==> src/hw/rtl/linear_level_fader_core_assert.svh <==
`ifndef LINEAR_LEVEL_FADER_CORE_ASSERT_SVH
`define LINEAR_LEVEL_FADER_CORE_ASSERT_SVH

// same-cycle implication, sampled on clk, off during reset
`define LLF_ASSERT_IMPL(label, ante, cons, msg) \
	label: assert property (@(posedge clk) disable iff (!arst_n) (ante) |-> (cons)) \
		else $error(msg);

// next-cycle implication, sampled on clk, off during reset
`define LLF_ASSERT_NEXT(label, ante, cons, msg) \
	label: assert property (@(posedge clk) disable iff (!arst_n) (ante) |=> (cons)) \
		else $error(msg);

`endif

==> src/hw/rtl/llf_pkg.sv <==
package llf_pkg;

	localparam int TIME_BITS = 32;
	localparam int LEVEL_W   = 8;
	localparam int DUR_W     = 16;
	localparam int NUM_W     = LEVEL_W + DUR_W + 1;
	localparam int MAG_W     = NUM_W - 1;
	localparam int PROD_W    = LEVEL_W + DUR_W + 2;
	localparam int SUM_W     = LEVEL_W + 2;
	localparam int CNT_W     = $clog2(MAG_W);

	localparam logic [1:0] CMD_UPDATE = 2'd0;
	localparam logic [1:0] CMD_SET    = 2'd1;
	localparam logic [1:0] CMD_FORCE  = 2'd2;

	localparam logic [DUR_W-1:0]   DUR_RESET = 16'd4000;
	localparam logic [LEVEL_W-1:0] LEVEL_MAX = 8'd255;

	typedef logic [LEVEL_W-1:0]   level_t;
	typedef logic [TIME_BITS-1:0] time_t;

	typedef enum logic [2:0] {
		ST_IDLE,
		ST_EVAL,
		ST_START,
		ST_DIV,
		ST_CLAMP,
		ST_POST,
		ST_OUT
	} state_t;

endpackage

==> src/hw/rtl/linear_level_fader_core.sv <==
// result follows an accepted item via EVAL and OUT for force, via EVAL, POST and OUT
// for hold or jump to target, via EVAL, START, DIV, CLAMP, POST, OUT if interpolated
// one item in flight: next item taken in the cycle after its result is registered
// interpolation time is set by the 24-step bit-serial divider, one quotient bit a cycle
// async reset: levels and ramp start time cleared, fade duration 4000 ms, no result valid
`include "linear_level_fader_core_assert.svh"

module linear_level_fader_core (
	input  logic                          clk,
	input  logic                          arst_n,
	input  logic                          in_valid,
	output logic                          in_stall,
	input  logic [1:0]                    cmd,
	input  logic [31:0]                   now_ms,
	input  logic [llf_pkg::LEVEL_W-1:0]   new_level,
	output logic                          out_valid,
	input  logic                          out_stall,
	output logic [llf_pkg::LEVEL_W-1:0]   level,
	output logic [llf_pkg::LEVEL_W-1:0]   target_level,
	output logic                          fade_active,
	input  logic                          cfg_valid,
	output logic                          cfg_ready,
	input  logic [llf_pkg::DUR_W-1:0]     cfg_data
);

	llf_pkg::state_t state_q, state_d;

	logic [llf_pkg::DUR_W-1:0] dur_q;
	llf_pkg::level_t           cur_q, cur_d;
	llf_pkg::level_t           start_q, start_d;
	llf_pkg::level_t           tgt_q, tgt_d;
	llf_pkg::time_t            t0_q, t0_d;

	logic [1:0]                cmd_q;
	llf_pkg::time_t            now_q;
	llf_pkg::level_t           lvl_q;

	logic signed [llf_pkg::NUM_W-1:0] num_q, num_d;
	logic                             neg_q;

	logic                      out_valid_q;
	llf_pkg::level_t           level_q;
	llf_pkg::level_t           target_q;
	logic                      fade_active_q;

	logic                      in_accept;
	logic                      out_load;
	logic                      div_start;
	logic                      div_done;
	logic [llf_pkg::MAG_W-1:0] div_mag;
	logic [llf_pkg::MAG_W-1:0] div_quot;

	llf_pkg::time_t                      elapsed;
	logic                                late;
	logic signed [llf_pkg::LEVEL_W:0]    delta;
	logic signed [llf_pkg::DUR_W:0]      el_s;
	logic signed [llf_pkg::PROD_W-1:0]   prod;
	logic signed [llf_pkg::PROD_W-1:0]   half_dur;
	logic signed [llf_pkg::PROD_W-1:0]   sum;
	logic signed [llf_pkg::SUM_W-1:0]    q_s;
	logic signed [llf_pkg::SUM_W-1:0]    scaled;

	assign in_stall  = (state_q != llf_pkg::ST_IDLE);
	assign in_accept = in_valid && !in_stall;
	assign cfg_ready = 1'b1;

	llf_div u_div (
		.clk      (clk),
		.arst_n   (arst_n),
		.start    (div_start),
		.dividend (div_mag),
		.divisor  (dur_q),
		.done     (div_done),
		.quotient (div_quot)
	);

	always_comb begin
		elapsed  = now_q - t0_q;
		late     = (dur_q == '0) || (elapsed >= llf_pkg::TIME_BITS'(dur_q));
		delta    = $signed({1'b0, tgt_q}) - $signed({1'b0, start_q});
		el_s     = $signed({1'b0, elapsed[llf_pkg::DUR_W-1:0]});
		prod     = delta * el_s;
		half_dur = $signed(llf_pkg::PROD_W'(dur_q >> 1));
		sum      = prod + half_dur;
		div_mag  = num_q[llf_pkg::NUM_W-1] ? llf_pkg::MAG_W'(-num_q)
			: num_q[llf_pkg::MAG_W-1:0];
		q_s      = neg_q ? -$signed(llf_pkg::SUM_W'(div_quot))
			: $signed(llf_pkg::SUM_W'(div_quot));
		scaled   = $signed({2'b00, start_q}) + q_s;
	end

	always_ff @(posedge clk or negedge arst_n) begin
		if (!arst_n) begin
			state_q <= llf_pkg::ST_IDLE;
		end else begin
			state_q <= state_d;
		end
	end

	always_comb begin
		state_d   = state_q;
		cur_d     = cur_q;
		start_d   = start_q;
		tgt_d     = tgt_q;
		t0_d      = t0_q;
		num_d     = num_q;
		div_start = 1'b0;
		out_load  = 1'b0;
		case (state_q)
			llf_pkg::ST_IDLE: begin
				if (in_valid) begin
					state_d = llf_pkg::ST_EVAL;
				end
			end
			llf_pkg::ST_EVAL: begin
				if (cmd_q == llf_pkg::CMD_FORCE) begin
					cur_d   = lvl_q;
					start_d = lvl_q;
					tgt_d   = lvl_q;
					t0_d    = now_q;
					state_d = llf_pkg::ST_OUT;
				end else if (cur_q == tgt_q) begin
					state_d = llf_pkg::ST_POST;
				end else if (late) begin
					cur_d   = tgt_q;
					start_d = tgt_q;
					state_d = llf_pkg::ST_POST;
				end else begin
					num_d   = sum[llf_pkg::NUM_W-1:0];
					state_d = llf_pkg::ST_START;
				end
			end
			llf_pkg::ST_START: begin
				div_start = 1'b1;
				state_d   = llf_pkg::ST_DIV;
			end
			llf_pkg::ST_DIV: begin
				if (div_done) begin
					state_d = llf_pkg::ST_CLAMP;
				end
			end
			llf_pkg::ST_CLAMP: begin
				if (scaled <= 0) begin
					cur_d = '0;
				end else if (scaled >= $signed({2'b00, llf_pkg::LEVEL_MAX})) begin
					cur_d = llf_pkg::LEVEL_MAX;
				end else begin
					cur_d = scaled[llf_pkg::LEVEL_W-1:0];
				end
				state_d = llf_pkg::ST_POST;
			end
			llf_pkg::ST_POST: begin
				if ((cmd_q == llf_pkg::CMD_SET) && (tgt_q != lvl_q)) begin
					start_d = cur_q;
					tgt_d   = lvl_q;
					t0_d    = now_q;
					if (dur_q == '0) begin
						cur_d   = lvl_q;
						start_d = lvl_q;
					end
				end
				state_d = llf_pkg::ST_OUT;
			end
			llf_pkg::ST_OUT: begin
				if (!out_valid_q || !out_stall) begin
					out_load = 1'b1;
					state_d  = llf_pkg::ST_IDLE;
				end
			end
			default: begin
				state_d = llf_pkg::ST_IDLE;
			end
		endcase
	end

	always_ff @(posedge clk or negedge arst_n) begin
		if (!arst_n) begin
			dur_q       <= llf_pkg::DUR_RESET;
			cur_q       <= '0;
			start_q     <= '0;
			tgt_q       <= '0;
			t0_q        <= '0;
			out_valid_q <= 1'b0;
		end else begin
			if (cfg_valid && cfg_ready) begin
				dur_q <= cfg_data;
			end
			cur_q   <= cur_d;
			start_q <= start_d;
			tgt_q   <= tgt_d;
			t0_q    <= t0_d;
			if (out_load) begin
				out_valid_q <= 1'b1;
			end else if (!out_stall) begin
				out_valid_q <= 1'b0;
			end
		end
	end

	always_ff @(posedge clk) begin
		if (in_accept) begin
			cmd_q <= cmd;
			now_q <= llf_pkg::TIME_BITS'(now_ms);
			lvl_q <= new_level;
		end
		num_q <= num_d;
		if (div_start) begin
			neg_q <= num_q[llf_pkg::NUM_W-1];
		end
		if (out_load) begin
			level_q       <= cur_q;
			target_q      <= tgt_q;
			fade_active_q <= (cur_q != tgt_q);
		end
	end

	assign out_valid    = out_valid_q;
	assign level        = level_q;
	assign target_level = target_q;
	assign fade_active  = fade_active_q;

	`LLF_ASSERT_IMPL(a_div_done_in_div, div_done, state_q == llf_pkg::ST_DIV,
		"divider finished outside its wait state")
	`LLF_ASSERT_NEXT(a_idle_holds_levels, (state_q == llf_pkg::ST_IDLE) && !in_accept,
		$stable(cur_q) && $stable(start_q) && $stable(tgt_q) && $stable(t0_q),
		"fade state changed with no item")
	`LLF_ASSERT_IMPL(a_out_active_match, out_valid_q,
		fade_active_q == (level_q != target_q),
		"active flag disagrees with level and target")
	`LLF_ASSERT_NEXT(a_div_start_from_eval, div_start,
		$past(state_q, 2) == llf_pkg::ST_EVAL,
		"divider started without a fresh numerator")

endmodule

==> src/hw/rtl/llf_div.sv <==
module llf_div (
	input  logic                      clk,
	input  logic                      arst_n,
	input  logic                      start,
	input  logic [llf_pkg::MAG_W-1:0] dividend,
	input  logic [llf_pkg::DUR_W-1:0] divisor,
	output logic                      done,
	output logic [llf_pkg::MAG_W-1:0] quotient
);

	logic                        busy_q;
	logic                        done_q;
	logic [llf_pkg::CNT_W-1:0]   cnt_q;
	logic [llf_pkg::MAG_W-1:0]   work_q;
	logic [llf_pkg::DUR_W-1:0]   rem_q;
	logic [llf_pkg::DUR_W-1:0]   dvs_q;
	logic [llf_pkg::DUR_W:0]     trial;
	logic [llf_pkg::DUR_W+1:0]   diff;
	logic                        ge;

	// one restoring step per cycle, msb first
	always_comb begin
		trial = {rem_q, work_q[llf_pkg::MAG_W-1]};
		diff  = {1'b0, trial} - {2'b00, dvs_q};
		ge    = !diff[llf_pkg::DUR_W+1];
	end

	always_ff @(posedge clk or negedge arst_n) begin
		if (!arst_n) begin
			busy_q <= 1'b0;
			done_q <= 1'b0;
			cnt_q  <= '0;
		end else begin
			done_q <= 1'b0;
			if (start) begin
				busy_q <= 1'b1;
				cnt_q  <= '0;
			end else if (busy_q) begin
				cnt_q <= cnt_q + 1'b1;
				if (cnt_q == llf_pkg::CNT_W'(llf_pkg::MAG_W - 1)) begin
					busy_q <= 1'b0;
					done_q <= 1'b1;
				end
			end
		end
	end

	always_ff @(posedge clk) begin
		if (start) begin
			work_q <= dividend;
			rem_q  <= '0;
			dvs_q  <= divisor;
		end else if (busy_q) begin
			work_q <= {work_q[llf_pkg::MAG_W-2:0], ge};
			rem_q  <= ge ? diff[llf_pkg::DUR_W-1:0] : trial[llf_pkg::DUR_W-1:0];
		end
	end

	assign done     = done_q;
	assign quotient = work_q;

endmodule
==> config.mk <==
export PLATFORM = sky130hd
export DESIGN_NAME = linear_level_fader_core
export DESIGN_NICKNAME = d
export VERILOG_FILES = /design/src/hw/rtl/llf_pkg.sv /design/src/hw/rtl/linear_level_fader_core.sv /design/src/hw/rtl/llf_div.sv
export VERILOG_INCLUDE_DIRS = /design/src /design/src/hw/rtl
export SDC_FILE = /design/constraint.sdc
export NUM_CORES = 1
export LEC_CHECK = 0
export ABC_AREA = 0
export ABC_CLOCK_PERIOD_IN_PS = 13000
export BUFFER_PORTS_ARGS = -buffer_cell sky130_fd_sc_hd__buf_4
export CELL_PAD_IN_SITES_DETAIL_PLACEMENT = 1
export CELL_PAD_IN_SITES_GLOBAL_PLACEMENT = 1
export CORE_ASPECT_RATIO = 0.5
export CORE_MARGIN = 2
export CORE_UTILIZATION = 39
export CTS_BUF_LIST = sky130_fd_sc_hd__clkbuf_16
export DETAILED_ROUTE_END_ITERATION = 6
export HOLD_SLACK_MARGIN = 0.1
export PLACE_DENSITY = 0.68
export SYNTH_ARGS = -nofsm -noshare
export SYNTH_HDL_FRONTEND = slang
export SYNTH_HIERARCHICAL = 1
export SYNTH_SLANG_ARGS = --single-unit
==> constraint.sdc <==
create_clock -name clk -period 13 [get_ports clk]
set_input_delay 2.6 -clock clk [delete_from_list [all_inputs] [get_ports clk]]
set_output_delay 2.6 -clock clk [all_outputs]
set_load 0.05 [all_outputs]
==> summary.md, run 1 <==
| Metric | Value |
|---|---|
| Outcome | finished clean |
| Detailed Route Iter0 Violations | 679 |
| Clk slew on worst S/H paths | 0.06 ns |
| Routed len/inst | 18.9 um |
| EDFF count, synth | 125 |
| TritonCTS clock tree | built |
| Startpoint kind of the worst setup timing path | flop |
| Max transition margin | 0.215 |
| Drc violations | 0 |
| Leading post-synthesis cells by instance count | sky130_fd_sc_hd__inv_1 (257), sky130_fd_sc_hd__nand2_1 (160), sky130_fd_sc_hd__ha_1 (156) |
| H-tree lvl count | 1 |
| Post-Synthesis Mean Instance Area | 9.75 um^2 |
| Synthesized flop and latch total | 224 |
| Largest net degree at the start of global routing | 68 |
| Tmin final | 8.35 ns |
| Hold wc startpoint | now_q[26] |
| Top area cells in the synthesized netlist | sky130_fd_sc_hd__edfxtp_1 (20%), sky130_fd_sc_hd__fa_1 (12%), sky130_fd_sc_hd__ha_1 (11%) |
| Cell taking the most area after synthesis | sky130_fd_sc_hd__edfxtp_1 |
| Number of buffers added on ports | 81 |
| Net count of the mapped netlist | 2,225 |
| Post-route fraction of the period consumed by the critical path | 0.643 |
| Synth Instances | 1,891 |
| Actual slew at the worst max-slew pin | 1.17 ns |
| CP max stage cell | sky130_fd_sc_hd__fa_1 |
| Number of clock sinks | 224 |
| Final weighted congestion in routability-driven placement | 0.864 |
| Overall die area | 49,200 um^2 |
| Reported max-cap violation count | 0 |
| Fraction of final layout cells sized beyond drive strength 1 | 0.108 |
| Met2 Resource Use GR | 0.349 |
| Overall die width | 312 um |
| Most frequent cell after synthesis | sky130_fd_sc_hd__inv_1 |
| Count of nets after finishing | 2,292 |
| Number of warning messages in the yosys log | 6 |
| Met1 track demand over resource | 0.279 |
| Area of the core | 46,700 um^2 |
| Most heavily used metal layer in global routing | met2 |
| Resize count post-CTS | 0 |
| Number of search-and-repair iterations in the first detailed-routing pass | 5 |
| Starting Density | 0.395 |
| Primary FF master, synth | sky130_fd_sc_hd__edfxtp_1 |
| Unrepaired setup endpoints after global routing | false |
| Clock Tree Root | sky130_fd_sc_hd__clkbuf_16 |
| Half-perimeter wire length after placement | 38.9 mm |
| Std cell rows | 56 |
| Required @ worst endpoint | 13.29 ns |
| Setup slack of the most critical reg-to-reg path | 4.65 ns |
| Buffers from clock root to sink, at most | 3 |
| Slew Limit Fails | 0 |
| CP arrival | 8.65 ns |
| Crit path from | now_q[0] |
| Source of the worst register-to-register timing path | now_q[0] |
| Clock latency on the worst-skew pair | 0.55 ns |
| Via count normalized by instance count | 5.21 |
| Antenna diode count | 0 |
| Stage delay of the slowest cell on the critical path | 0.56 ns |
| Y dimension of the die | 158 um |
| Share of synthesized flip-flops with an asynchronous set or reset | 0.371 |
| Sum of negative setup slack | 0 ns |
| Critical path class | reg -> reg |
| Met3 usage | 0.0244 |
| Cell variety after synth | 89 |
| Kind of end point of the critical path | flop |
| Hold_buf cts | 0 |
| Area of the mapped netlist | 18,400 um^2 |
| Via count | 13,600 |
| Initial antenna violation count | 0 |
| Total of endpoints with negative setup slack in the final report | 0 |
| Number of post-CTS setup repair buffers | 0 |
| Wire length reported by the detailed router | 49.3 mm |
| Wire length of the first global-routing pass | 78.9 mm |
| Remaining antenna violation count | 0 |
| CP Max Fanout | 6 |
| Number of CTS-inserted buffers | 24 |
| Sequential fraction of the synthesis area | 0.334 |
| Clock Skews | 0.0160 ns |
| Share of the synthesized area in the top cell type | 0.204 |
| Grt total ovfl | 0 |
| FMAX | 0.120 GHz |
| Path category of the worst min-delay check | reg -> reg |
| Io pins | 83 |
| Hold Fails Final Rpt | 0 |
| Global routing usage summed across all routing layers | 0.204 |
| Via count of the first global-routing pass | 14,400 |
| Layout area overhead | 11.2% |
==> final timing paths <==
kind | to | depth (start not counted)
min | t0_q[26] | 2
max reg2reg | num_q[24] | 32
min in group asynchronous | dur_q[4] | 1
max in group asynchronous | t0_q[22] | 2
max | num_q[24] | 32
min reg2reg | t0_q[26] | 2
==> state kept, by name, indices dropped and copies added (netlist names), 3 cells and up <==
register / flops
now_q: 32
u_div/cnt_q: 5
u_div/rem_q: 16
cur_q: 8
start_q: 8
t0_q: 32
u_div/quotient: 24
level: 8
num_q: 25
lvl_q: 8
state_q: 3
u_div/dvs_q: 16
target_level: 8
tgt_q: 8
dur_q: 16
==> kinds of logic (layout without fill, tap and decap cells) <==
family / Yosys count / in the layout / share of synthesized area
AOI/OAI and AO/OA: 371 / 371 / 0.132
muxes: 71 / 71 / 0.0425
DFF: 224 / 224 / 0.334
adders and majority gates: 271 / 271 / 0.231
xor gates and xnor gates: 125 / 125 / 0.0594
other: 1 / 1 / 0.000203
buffers and inverters: 313 / 398 / 0.0667
and+or+nand+nor: 515 / 515 / 0.135
==> critical path, delay by kind of cell (launching register included) <==
family          cells  cell delay [ns]
fa+ha+maj           8             3.32
compound gates     14             2.81
simple gates        2             0.56
buf+inv             6             0.53
xor+xnor            2             0.52
flops               1             0.38
==> area by class of cell <==
type                    instances  area (um^2)
fillers                      5325        26200
multi-input cells            1354        11100
flip-flops and latches        224         6160
inverters                     257          965
well taps                     638          798
repair buffers                 97          728
clock buffers                  25          626
clock inverters                19          131
==> layout by cell type, fill, tap and decap left out, types with 12 or more instances in the layout <==
| cell type | synthesis | final |
|---|---|---|
| sky130_fd_sc_hd__dfrtp_1 | 77 | 77 |
| sky130_fd_sc_hd__ha_1 | 156 | 156 |
| sky130_fd_sc_hd__nand2_1 | 160 | 160 |
| sky130_fd_sc_hd__o31ai_1 | 12 | 12 |
| sky130_fd_sc_hd__inv_1 | 257 | 264 |
| sky130_fd_sc_hd__nor2_1 | 151 | 149 |
| sky130_fd_sc_hd__fa_1 | 115 | 115 |
| sky130_fd_sc_hd__a21o_1 | 26 | 26 |
| sky130_fd_sc_hd__mux2i_1 | 24 | 24 |
| sky130_fd_sc_hd__o211ai_1 | 16 | 16 |
| sky130_fd_sc_hd__a211oi_1 | 25 | 25 |
| sky130_fd_sc_hd__clkbuf_16 | 0 | 25 |
| sky130_fd_sc_hd__o21a_1 | 15 | 15 |
| sky130_fd_sc_hd__and2_1 | 14 | 13 |
| sky130_fd_sc_hd__xor2_1 | 38 | 38 |
| sky130_fd_sc_hd__a21oi_1 | 81 | 79 |
| sky130_fd_sc_hd__buf_4 | 4 | 97 |
| sky130_fd_sc_hd__nand4_1 | 21 | 21 |
| sky130_fd_sc_hd__nand2b_1 | 56 | 56 |
| sky130_fd_sc_hd__dfxtp_1 | 16 | 16 |
| sky130_fd_sc_hd__nand3_1 | 20 | 20 |
| sky130_fd_sc_hd__edfxtp_1 | 125 | 125 |
| sky130_fd_sc_hd__xnor2_1 | 87 | 86 |
| sky130_fd_sc_hd__nor2b_1 | 23 | 23 |
| sky130_fd_sc_hd__nor3_1 | 22 | 22 |
| sky130_fd_sc_hd__o21ai_0 | 104 | 104 |
| sky130_fd_sc_hd__mux2_2 | 37 | 37 |
==> metal layers <==
metal  wire [um]  up-vias
li1            -     6569
met1       23900     6851
met2       23300      142
met3        1360       49
met4         839        0
met5           0        -
==> stage by stage <==
stage	cells	area, um^2	hold slack [ns]	util	setup WS, ns
after floorplan	1891	18400	0.456	-	5.36
after global placement	2570	19700	0.470	0.422	4.88
after detailed placement	2570	19700	0.482	0.422	4.64
after CTS	2614	20500	0.497	0.439	4.61
after global routing	2614	20500	0.539	0.439	4.03
final	2614	20500	0.489	0.439	4.65
Power of run 1 is not shown: default switching activity piles up to over one toggle a cycle in this logic, so the estimate is an artifact.
==> run 2: changes to the inputs <==
ABC_CLOCK_PERIOD_IN_PS = 8200   (was 13000)
clock period = 8.2 ns   (was 13 ns; I/O delays follow)
==> run 2 against run 1 <==
First-iteration DRC count grew 1.2%; critical path depth decreased by 2; cell count rose by 0.69%; register-to-register slack worse by 4.2 ns; global-route usage rose by 0.29 points; non-clock buffer count is 18 higher; via count rose by 1.4%; worst setup slack worse by 4.2 ns; routed wire length is 2.3% higher; critical path type unchanged.
==> summary.md, run 2 (same netlist as run 1, synthesis figures left out) <==
| Metric | Value |
|---|---|
| Slew Limit Fails | 0 (unchanged) |
| Wire length of the first global-routing pass | 80.2 mm (was 78.9 mm) |
| Number of CTS-inserted buffers | 24 (unchanged) |
| Std cell rows | 56 (unchanged) |
| Met1 track demand over resource | 0.272 (was 0.279) |
| CP arrival | 7.97 ns (was 8.65 ns) |
| Post-route fraction of the period consumed by the critical path | 0.940 (was 0.643) |
| Outcome | finished clean (unchanged) |
| Via count | 13,800 (was 13,600) |
| Grt total ovfl | 0 (unchanged) |
| Remaining antenna violation count | 0 (unchanged) |
| Count of nets after finishing | 2,310 (was 2,292) |
| Met2 Resource Use GR | 0.353 (was 0.349) |
| Routed len/inst | 19.2 um (was 18.9 um) |
| Largest net degree at the start of global routing | 71 (was 68) |
| Critical path class | reg -> reg (unchanged) |
| Sum of negative setup slack | 0 ns (unchanged) |
| Drc violations | 0 (unchanged) |
| Detailed Route Iter0 Violations | 687 (was 679) |
| Met3 usage | 0.0367 (was 0.0244) |
| Overall die area | 49,200 um^2 (unchanged) |
| Critical path's most frequent cell | sky130_fd_sc_hd__fa_1 |
| Most heavily used metal layer in global routing | met2 (unchanged) |
| Post-layout util | 0.445 (was 0.439) |
| Clock Skews | 0.0308 ns (was 0.0160 ns) |
| Max transition margin | 0.238 (was 0.215) |
| Overall die width | 312 um (unchanged) |
| Clk slew on worst S/H paths | 0.07 ns (was 0.06 ns) |
| Worst slack on hold paths | 0.485 ns (was 0.489 ns) |
| Tmin final | 7.71 ns (was 8.35 ns) |
| Layout area overhead | 12.7% (was 11.2%) |
| Starting Density | 0.395 (unchanged) |
| Number of clock sinks | 224 (unchanged) |
| Clock Tree Root | sky130_fd_sc_hd__clkbuf_16 (unchanged) |
| Hold Fails Final Rpt | 0 (unchanged) |
| Most common cell after layout, fill and taps aside | sky130_fd_sc_hd__inv_1 (unchanged) |
| Number of search-and-repair iterations in the first detailed-routing pass | 5 (unchanged) |
| Antenna diode count | 0 (unchanged) |
| Hold_buf cts | 0 (unchanged) |
| Io pins | 83 (unchanged) |
| Area of the core | 46,700 um^2 (unchanged) |
| Clock latency on the worst-skew pair | 0.55 ns (about the same) |
| Via count of the first global-routing pass | 14,500 (was 14,400) |
| Initial antenna violation count | 1 (was 0) |
| Total of endpoints with negative setup slack in the final report | 0 (unchanged) |
| CP Max Fanout | 11 (was 6) |
| Number of buffers added on ports | 81 (unchanged) |
| Wire length reported by the detailed router | 50.5 mm (was 49.3 mm) |
| CP max stage cell | sky130_fd_sc_hd__fa_1 (unchanged) |
| Unrepaired setup endpoints after global routing | false (unchanged) |
| Largest registers in the final layout | now_q (32), t0_q (32), num_q (25) (unchanged) |
| Global routing usage summed across all routing layers | 0.206 (was 0.204) |
| Startpoint kind of the worst setup timing path | flop (unchanged) |
| FMAX | 0.130 GHz (was 0.120 GHz) |
| Y dimension of the die | 158 um (unchanged) |
| Half-perimeter wire length after placement | 39.7 mm (was 38.9 mm) |
| Path category of the worst min-delay check | reg -> reg (unchanged) |
| Final weighted congestion in routability-driven placement | 0.863 (was 0.864) |
| Final cell count without fillers | 2,632 (was 2,614) |
| H-tree lvl count | 1 (unchanged) |
| Kind of end point of the critical path | flop (unchanged) |
| Buffers from clock root to sink, at most | 3 (unchanged) |
| Reported max-cap violation count | 0 (unchanged) |
| Required @ worst endpoint | 8.46 ns (was 13.29 ns) |
| Fraction of final layout cells sized beyond drive strength 1 | 0.124 (was 0.108) |
| TritonCTS clock tree | built (unchanged) |
| Via count normalized by instance count | 5.24 (was 5.21) |
| Number of placed cells counting well taps | 2,587 (was 2,570) |
| Commonest cells after routing, fill and taps aside | sky130_fd_sc_hd__inv_1 (259), sky130_fd_sc_hd__nand2_1 (160), sky130_fd_sc_hd__ha_1 (156), sky130_fd_sc_hd__nor2_1 (148), sky130_fd_sc_hd__edfxtp_1 (125) (was sky130_fd_sc_hd__inv_1 (264), sky130_fd_sc_hd__nand2_1 (160), sky130_fd_sc_hd__ha_1 (156), sky130_fd_sc_hd__nor2_1 (149), sky130_fd_sc_hd__edfxtp_1 (125)) |
| Stage delay of the slowest cell on the critical path | 0.55 ns (was 0.56 ns) |
| Actual slew at the worst max-slew pin | 1.14 ns (was 1.17 ns) |
-- run 2: cell count changes in the layout (fill, tap and decap cells not counted), moves of 3 or more --
cell                      delta
sky130_fd_sc_hd__buf_4      +17
sky130_fd_sc_hd__inv_1       -5
sky130_fd_sc_hd__o21ai_0     -4
sky130_fd_sc_hd__xnor2_1     -3
sky130_fd_sc_hd__xnor2_2     +3
-- run 2: worst max-delay path: cells and delay by family, from the launching register on --
kind | cells | cell delay (ns)
fa+ha+maj | 8 | 3.47
buf+inv | 5 | 0.39
compound gates | 12 | 2.36
xor+xnor | 1 | 0.10
simple gates | 4 | 0.69
flops | 1 | 0.43
-- run 2: final timing paths --
| kind | from | endpoint | slack [ns] | depth (start not counted) |
|---|---|---|---|---|
| setup / recovery | tgt_q[0] | num_q[24] | 0.49 | 30 |
| hold / removal | now_q[18] | t0_q[18] | 0.49 | 2 |
| setup reg to reg | tgt_q[0] | num_q[24] | 0.49 | 30 |
| hold reg to reg | now_q[18] | t0_q[18] | 0.49 | 2 |
| max in group asynchronous | arst_n | t0_q[15] | 6.00 | 2 |
| min in group asynchronous | arst_n | dur_q[6] | 0.96 | 1 |
-- run 2: stage by stage --
stage | setup WS, ns | area, um^2
floorplan | 0.556 | 18400
global route | 0.00641 | 20800
finish | 0.489 | 20800
global placement | 0.360 | 19900
detailed placement | 0.144 | 19900
CTS | 0.0963 | 20700
-- run 2: metal layers --
layer	routed length (um)	vias up
met1	23400	6891
met5	13	-
li1	-	6601
met4	1270	2
met3	2210	67
met2	23600	241
-- run 2: layout make-up --
cell class / count / area [um^2]
Inverter: 257 / 965
Tap cell: 638 / 798
Sequential cell: 224 / 6160
Clock inverter: 19 / 195
Timing Repair Buffer: 115 / 876
Clock buffer: 25 / 626
Multi-Input combinational cell: 1354 / 11200
Fill cell: 5310 / 26000
-- run 2: repair_timing --
item	in CTS	in global routing
endpoints found under the setup margin	0	5
gates resized for setup	0	18
setup buffers	0	1
Power of run 2 is left out for the same reason.
==> run 3: changes to the inputs <==
ABC_CLOCK_PERIOD_IN_PS = 9000   (was 8200)
clock period = 9 ns   (was 8.2 ns; I/O delays follow)
==> run 3 against run 2 <==
Count of clock-buffer cells in the layout rose by 1; global-route usage up 0.12 points; worst setup slack improved by 0.30 ns; clock skew down 0.014 ns; routed wire length shrank 0.29%; sequential cell count did not move.
==> summary.md, run 3 (same netlist as run 1, synthesis figures left out) <==
| Metric | Value |
|---|---|
| Outcome | finished clean (unchanged) |
| Initial antenna violation count | 0 (was 1) |
| Final weighted congestion in routability-driven placement | 0.859 (was 0.863) |
| Post-route fraction of the period consumed by the critical path | 0.912 (was 0.940) |
| Number of clock sinks | 224 (unchanged) |
| Area of the core | 46,700 um^2 (unchanged) |
| CP max stage cell | sky130_fd_sc_hd__fa_1 (unchanged) |
| Y dimension of the die | 158 um (unchanged) |
| Via count | 13,700 (was 13,800) |
| Commonest cells after routing, fill and taps aside | sky130_fd_sc_hd__inv_1 (258), sky130_fd_sc_hd__nand2_1 (160), sky130_fd_sc_hd__ha_1 (156), sky130_fd_sc_hd__nor2_1 (149), sky130_fd_sc_hd__edfxtp_1 (125) (was sky130_fd_sc_hd__inv_1 (259), sky130_fd_sc_hd__nand2_1 (160), sky130_fd_sc_hd__ha_1 (156), sky130_fd_sc_hd__nor2_1 (148), sky130_fd_sc_hd__edfxtp_1 (125)) |
| Most common cell after layout, fill and taps aside | sky130_fd_sc_hd__inv_1 (unchanged) |
| Clk slew on worst S/H paths | 0.07 ns (about the same) |
| TritonCTS clock tree | built (unchanged) |
| Length in cells of the worst reg-to-reg path | 33 (was 30) |
| Hold_buf cts | 0 (unchanged) |
| Unrepaired setup endpoints after global routing | false (unchanged) |
| Largest registers in the final layout | now_q (32), t0_q (32), num_q (25) (unchanged) |
| FMAX | 0.122 GHz (was 0.130 GHz) |
| Area taken by flip-flops and latches | 6160 um^2 (unchanged) |
| Wire length of the first global-routing pass | 80.7 mm (was 80.2 mm) |
| Source of the worst register-to-register timing path | now_q[0] (was tgt_q[0]) |
| Number of filler instances in the final layout | 5,299 (was 5,310) |
| Max transition margin | 0.217 (was 0.238) |
| Total of endpoints with negative setup slack in the final report | 0 (unchanged) |
| Clock Tree Root | sky130_fd_sc_hd__clkbuf_16 (unchanged) |
| Required @ worst endpoint | 9.29 ns (was 8.46 ns) |
| Capture point of the worst reg-to-reg path | num_q[24] (unchanged) |
| Hold Fails Final Rpt | 0 (unchanged) |
| Clock latency on the worst-skew pair | 0.55 ns (about the same) |
| Crit path from | now_q[0] (was tgt_q[0]) |
| Count of nets after finishing | 2,301 (was 2,310) |
| Slew Limit Fails | 0 (unchanged) |
| Drc violations | 0 (unchanged) |
| Global routing usage summed across all routing layers | 0.208 (was 0.206) |
| Number of CTS-inserted buffers | 24 (unchanged) |
| Remaining antenna violation count | 0 (unchanged) |
| Starting Density | 0.395 (unchanged) |
| Overall die area | 49,200 um^2 (unchanged) |
| Grt total ovfl | 0 (unchanged) |
| Antenna diode count | 0 (unchanged) |
| Largest net degree at the start of global routing | 47 (was 71) |
| Critical path class | reg -> reg (unchanged) |
| Wire length reported by the detailed router | 50.3 mm (was 50.5 mm) |
| Half-perimeter wire length after placement | 40.0 mm (was 39.7 mm) |
| Fraction of final layout cells sized beyond drive strength 1 | 0.113 (was 0.124) |
| Startpoint kind of the worst setup timing path | flop (unchanged) |
| Tmin final | 8.21 ns (was 7.71 ns) |
| Buffers from clock root to sink, at most | 3 (unchanged) |
| Io pins | 83 (unchanged) |
| Sum of negative setup slack | 0 ns (unchanged) |
| Via count of the first global-routing pass | 14,600 (was 14,500) |
| Resize count post-CTS | 0 (unchanged) |
| Detailed Route Iter0 Violations | 693 (was 687) |
| Std cell rows | 56 (unchanged) |
| CP Max Fanout | 6 (was 11) |
| Number of search-and-repair iterations in the first detailed-routing pass | 5 (unchanged) |
| Stage delay of the slowest cell on the critical path | 0.55 ns (about the same) |
| Reported max-cap violation count | 0 (unchanged) |
| CP arrival | 8.49 ns (was 7.97 ns) |
| Number of post-CTS setup repair buffers | 0 (unchanged) |
| Layout area overhead | 11.7% (was 12.7%) |
| Routed len/inst | 19.2 um (about the same) |
| Path category of the worst min-delay check | reg -> reg (unchanged) |
| Number of buffers added on ports | 81 (unchanged) |
| H-tree lvl count | 1 (unchanged) |
| Critical path capture point | num_q[24] (unchanged) |
| Clock Skews | 0.0164 ns (was 0.0308 ns) |
| Overall die width | 312 um (unchanged) |
| Via count normalized by instance count | 5.23 (was 5.24) |
| Area occupied by multi-input gates | 11,100 um^2 (was 11,200 um^2) |
| Kind of end point of the critical path | flop (unchanged) |
| Setup slack of the most critical reg-to-reg path | 0.79 ns (was 0.49 ns) |
| Actual slew at the worst max-slew pin | 1.17 ns (was 1.14 ns) |
[run 3: cell type report]
| class | count | area share |
|---|---|---|
| multi-input cells | 1354 | 0.538 |
| flip-flops and latches | 224 | 0.299 |
| inverters | 257 | 0.0468 |
| well taps | 638 | 0.0387 |
| repair buffers | 106 | 0.0386 |
| clock buffers | 26 | 0.0316 |
| clock inverters | 18 | 0.00741 |
[run 3: metal layers]
metal | vias to the layer above | track usage | share of wire
met4 | 0 | 0.0538 | 0.028
met2 | 261 | 0.353 | 0.47
met3 | 76 | 0.0359 | 0.048
met1 | 6800 | 0.276 | 0.46
met5 | - | 0 | 0
li1 | 6594 | - | -
[run 3: how the worst min path moves through the flow]
stage	cells after the start	from	slack (ns)	to
4_1_cts	2	now_q[13]	0.50	t0_q[13]
3_5_place_dp	2	now_q[26]	0.48	t0_q[26]
2_1_floorplan	2	now_q[10]	0.46	t0_q[10]
6_report	2	now_q[13]	0.49	t0_q[13]
5_1_grt	2	now_q[26]	0.52	t0_q[26]
3_3_place_gp	2	now_q[22]	0.47	t0_q[22]
[run 3: worst max-delay path: cells and delay by family, from the launching register on]
kind / cells / cell delay (ns)
adder cells (fa/ha/maj): 8 / 3.42
XOR/XNOR: 2 / 0.17
buffers and inverters: 7 / 0.59
flip-flops: 1 / 0.38
AO/OA/AOI/OAI: 14 / 2.84
AND/OR/NAND/NOR: 2 / 0.51
[run 3: through the flow]
| stage | cell area [um^2] | setup slack [ns] | std cells | utilization | hold WS (ns) |
|---|---|---|---|---|---|
| final | 20600 | 0.793 | 2623 | 0.441 | 0.488 |
| after floorplan | 18400 | 1.36 | 1891 | - | 0.456 |
| after detailed placement | 19800 | 0.816 | 2579 | 0.424 | 0.484 |
| after global placement | 19800 | 1.04 | 2579 | 0.424 | 0.470 |
| after CTS | 20600 | 0.771 | 2623 | 0.441 | 0.499 |
| after global routing | 20600 | 0.277 | 2623 | 0.441 | 0.517 |
Power of run 3 is left out for the same reason.
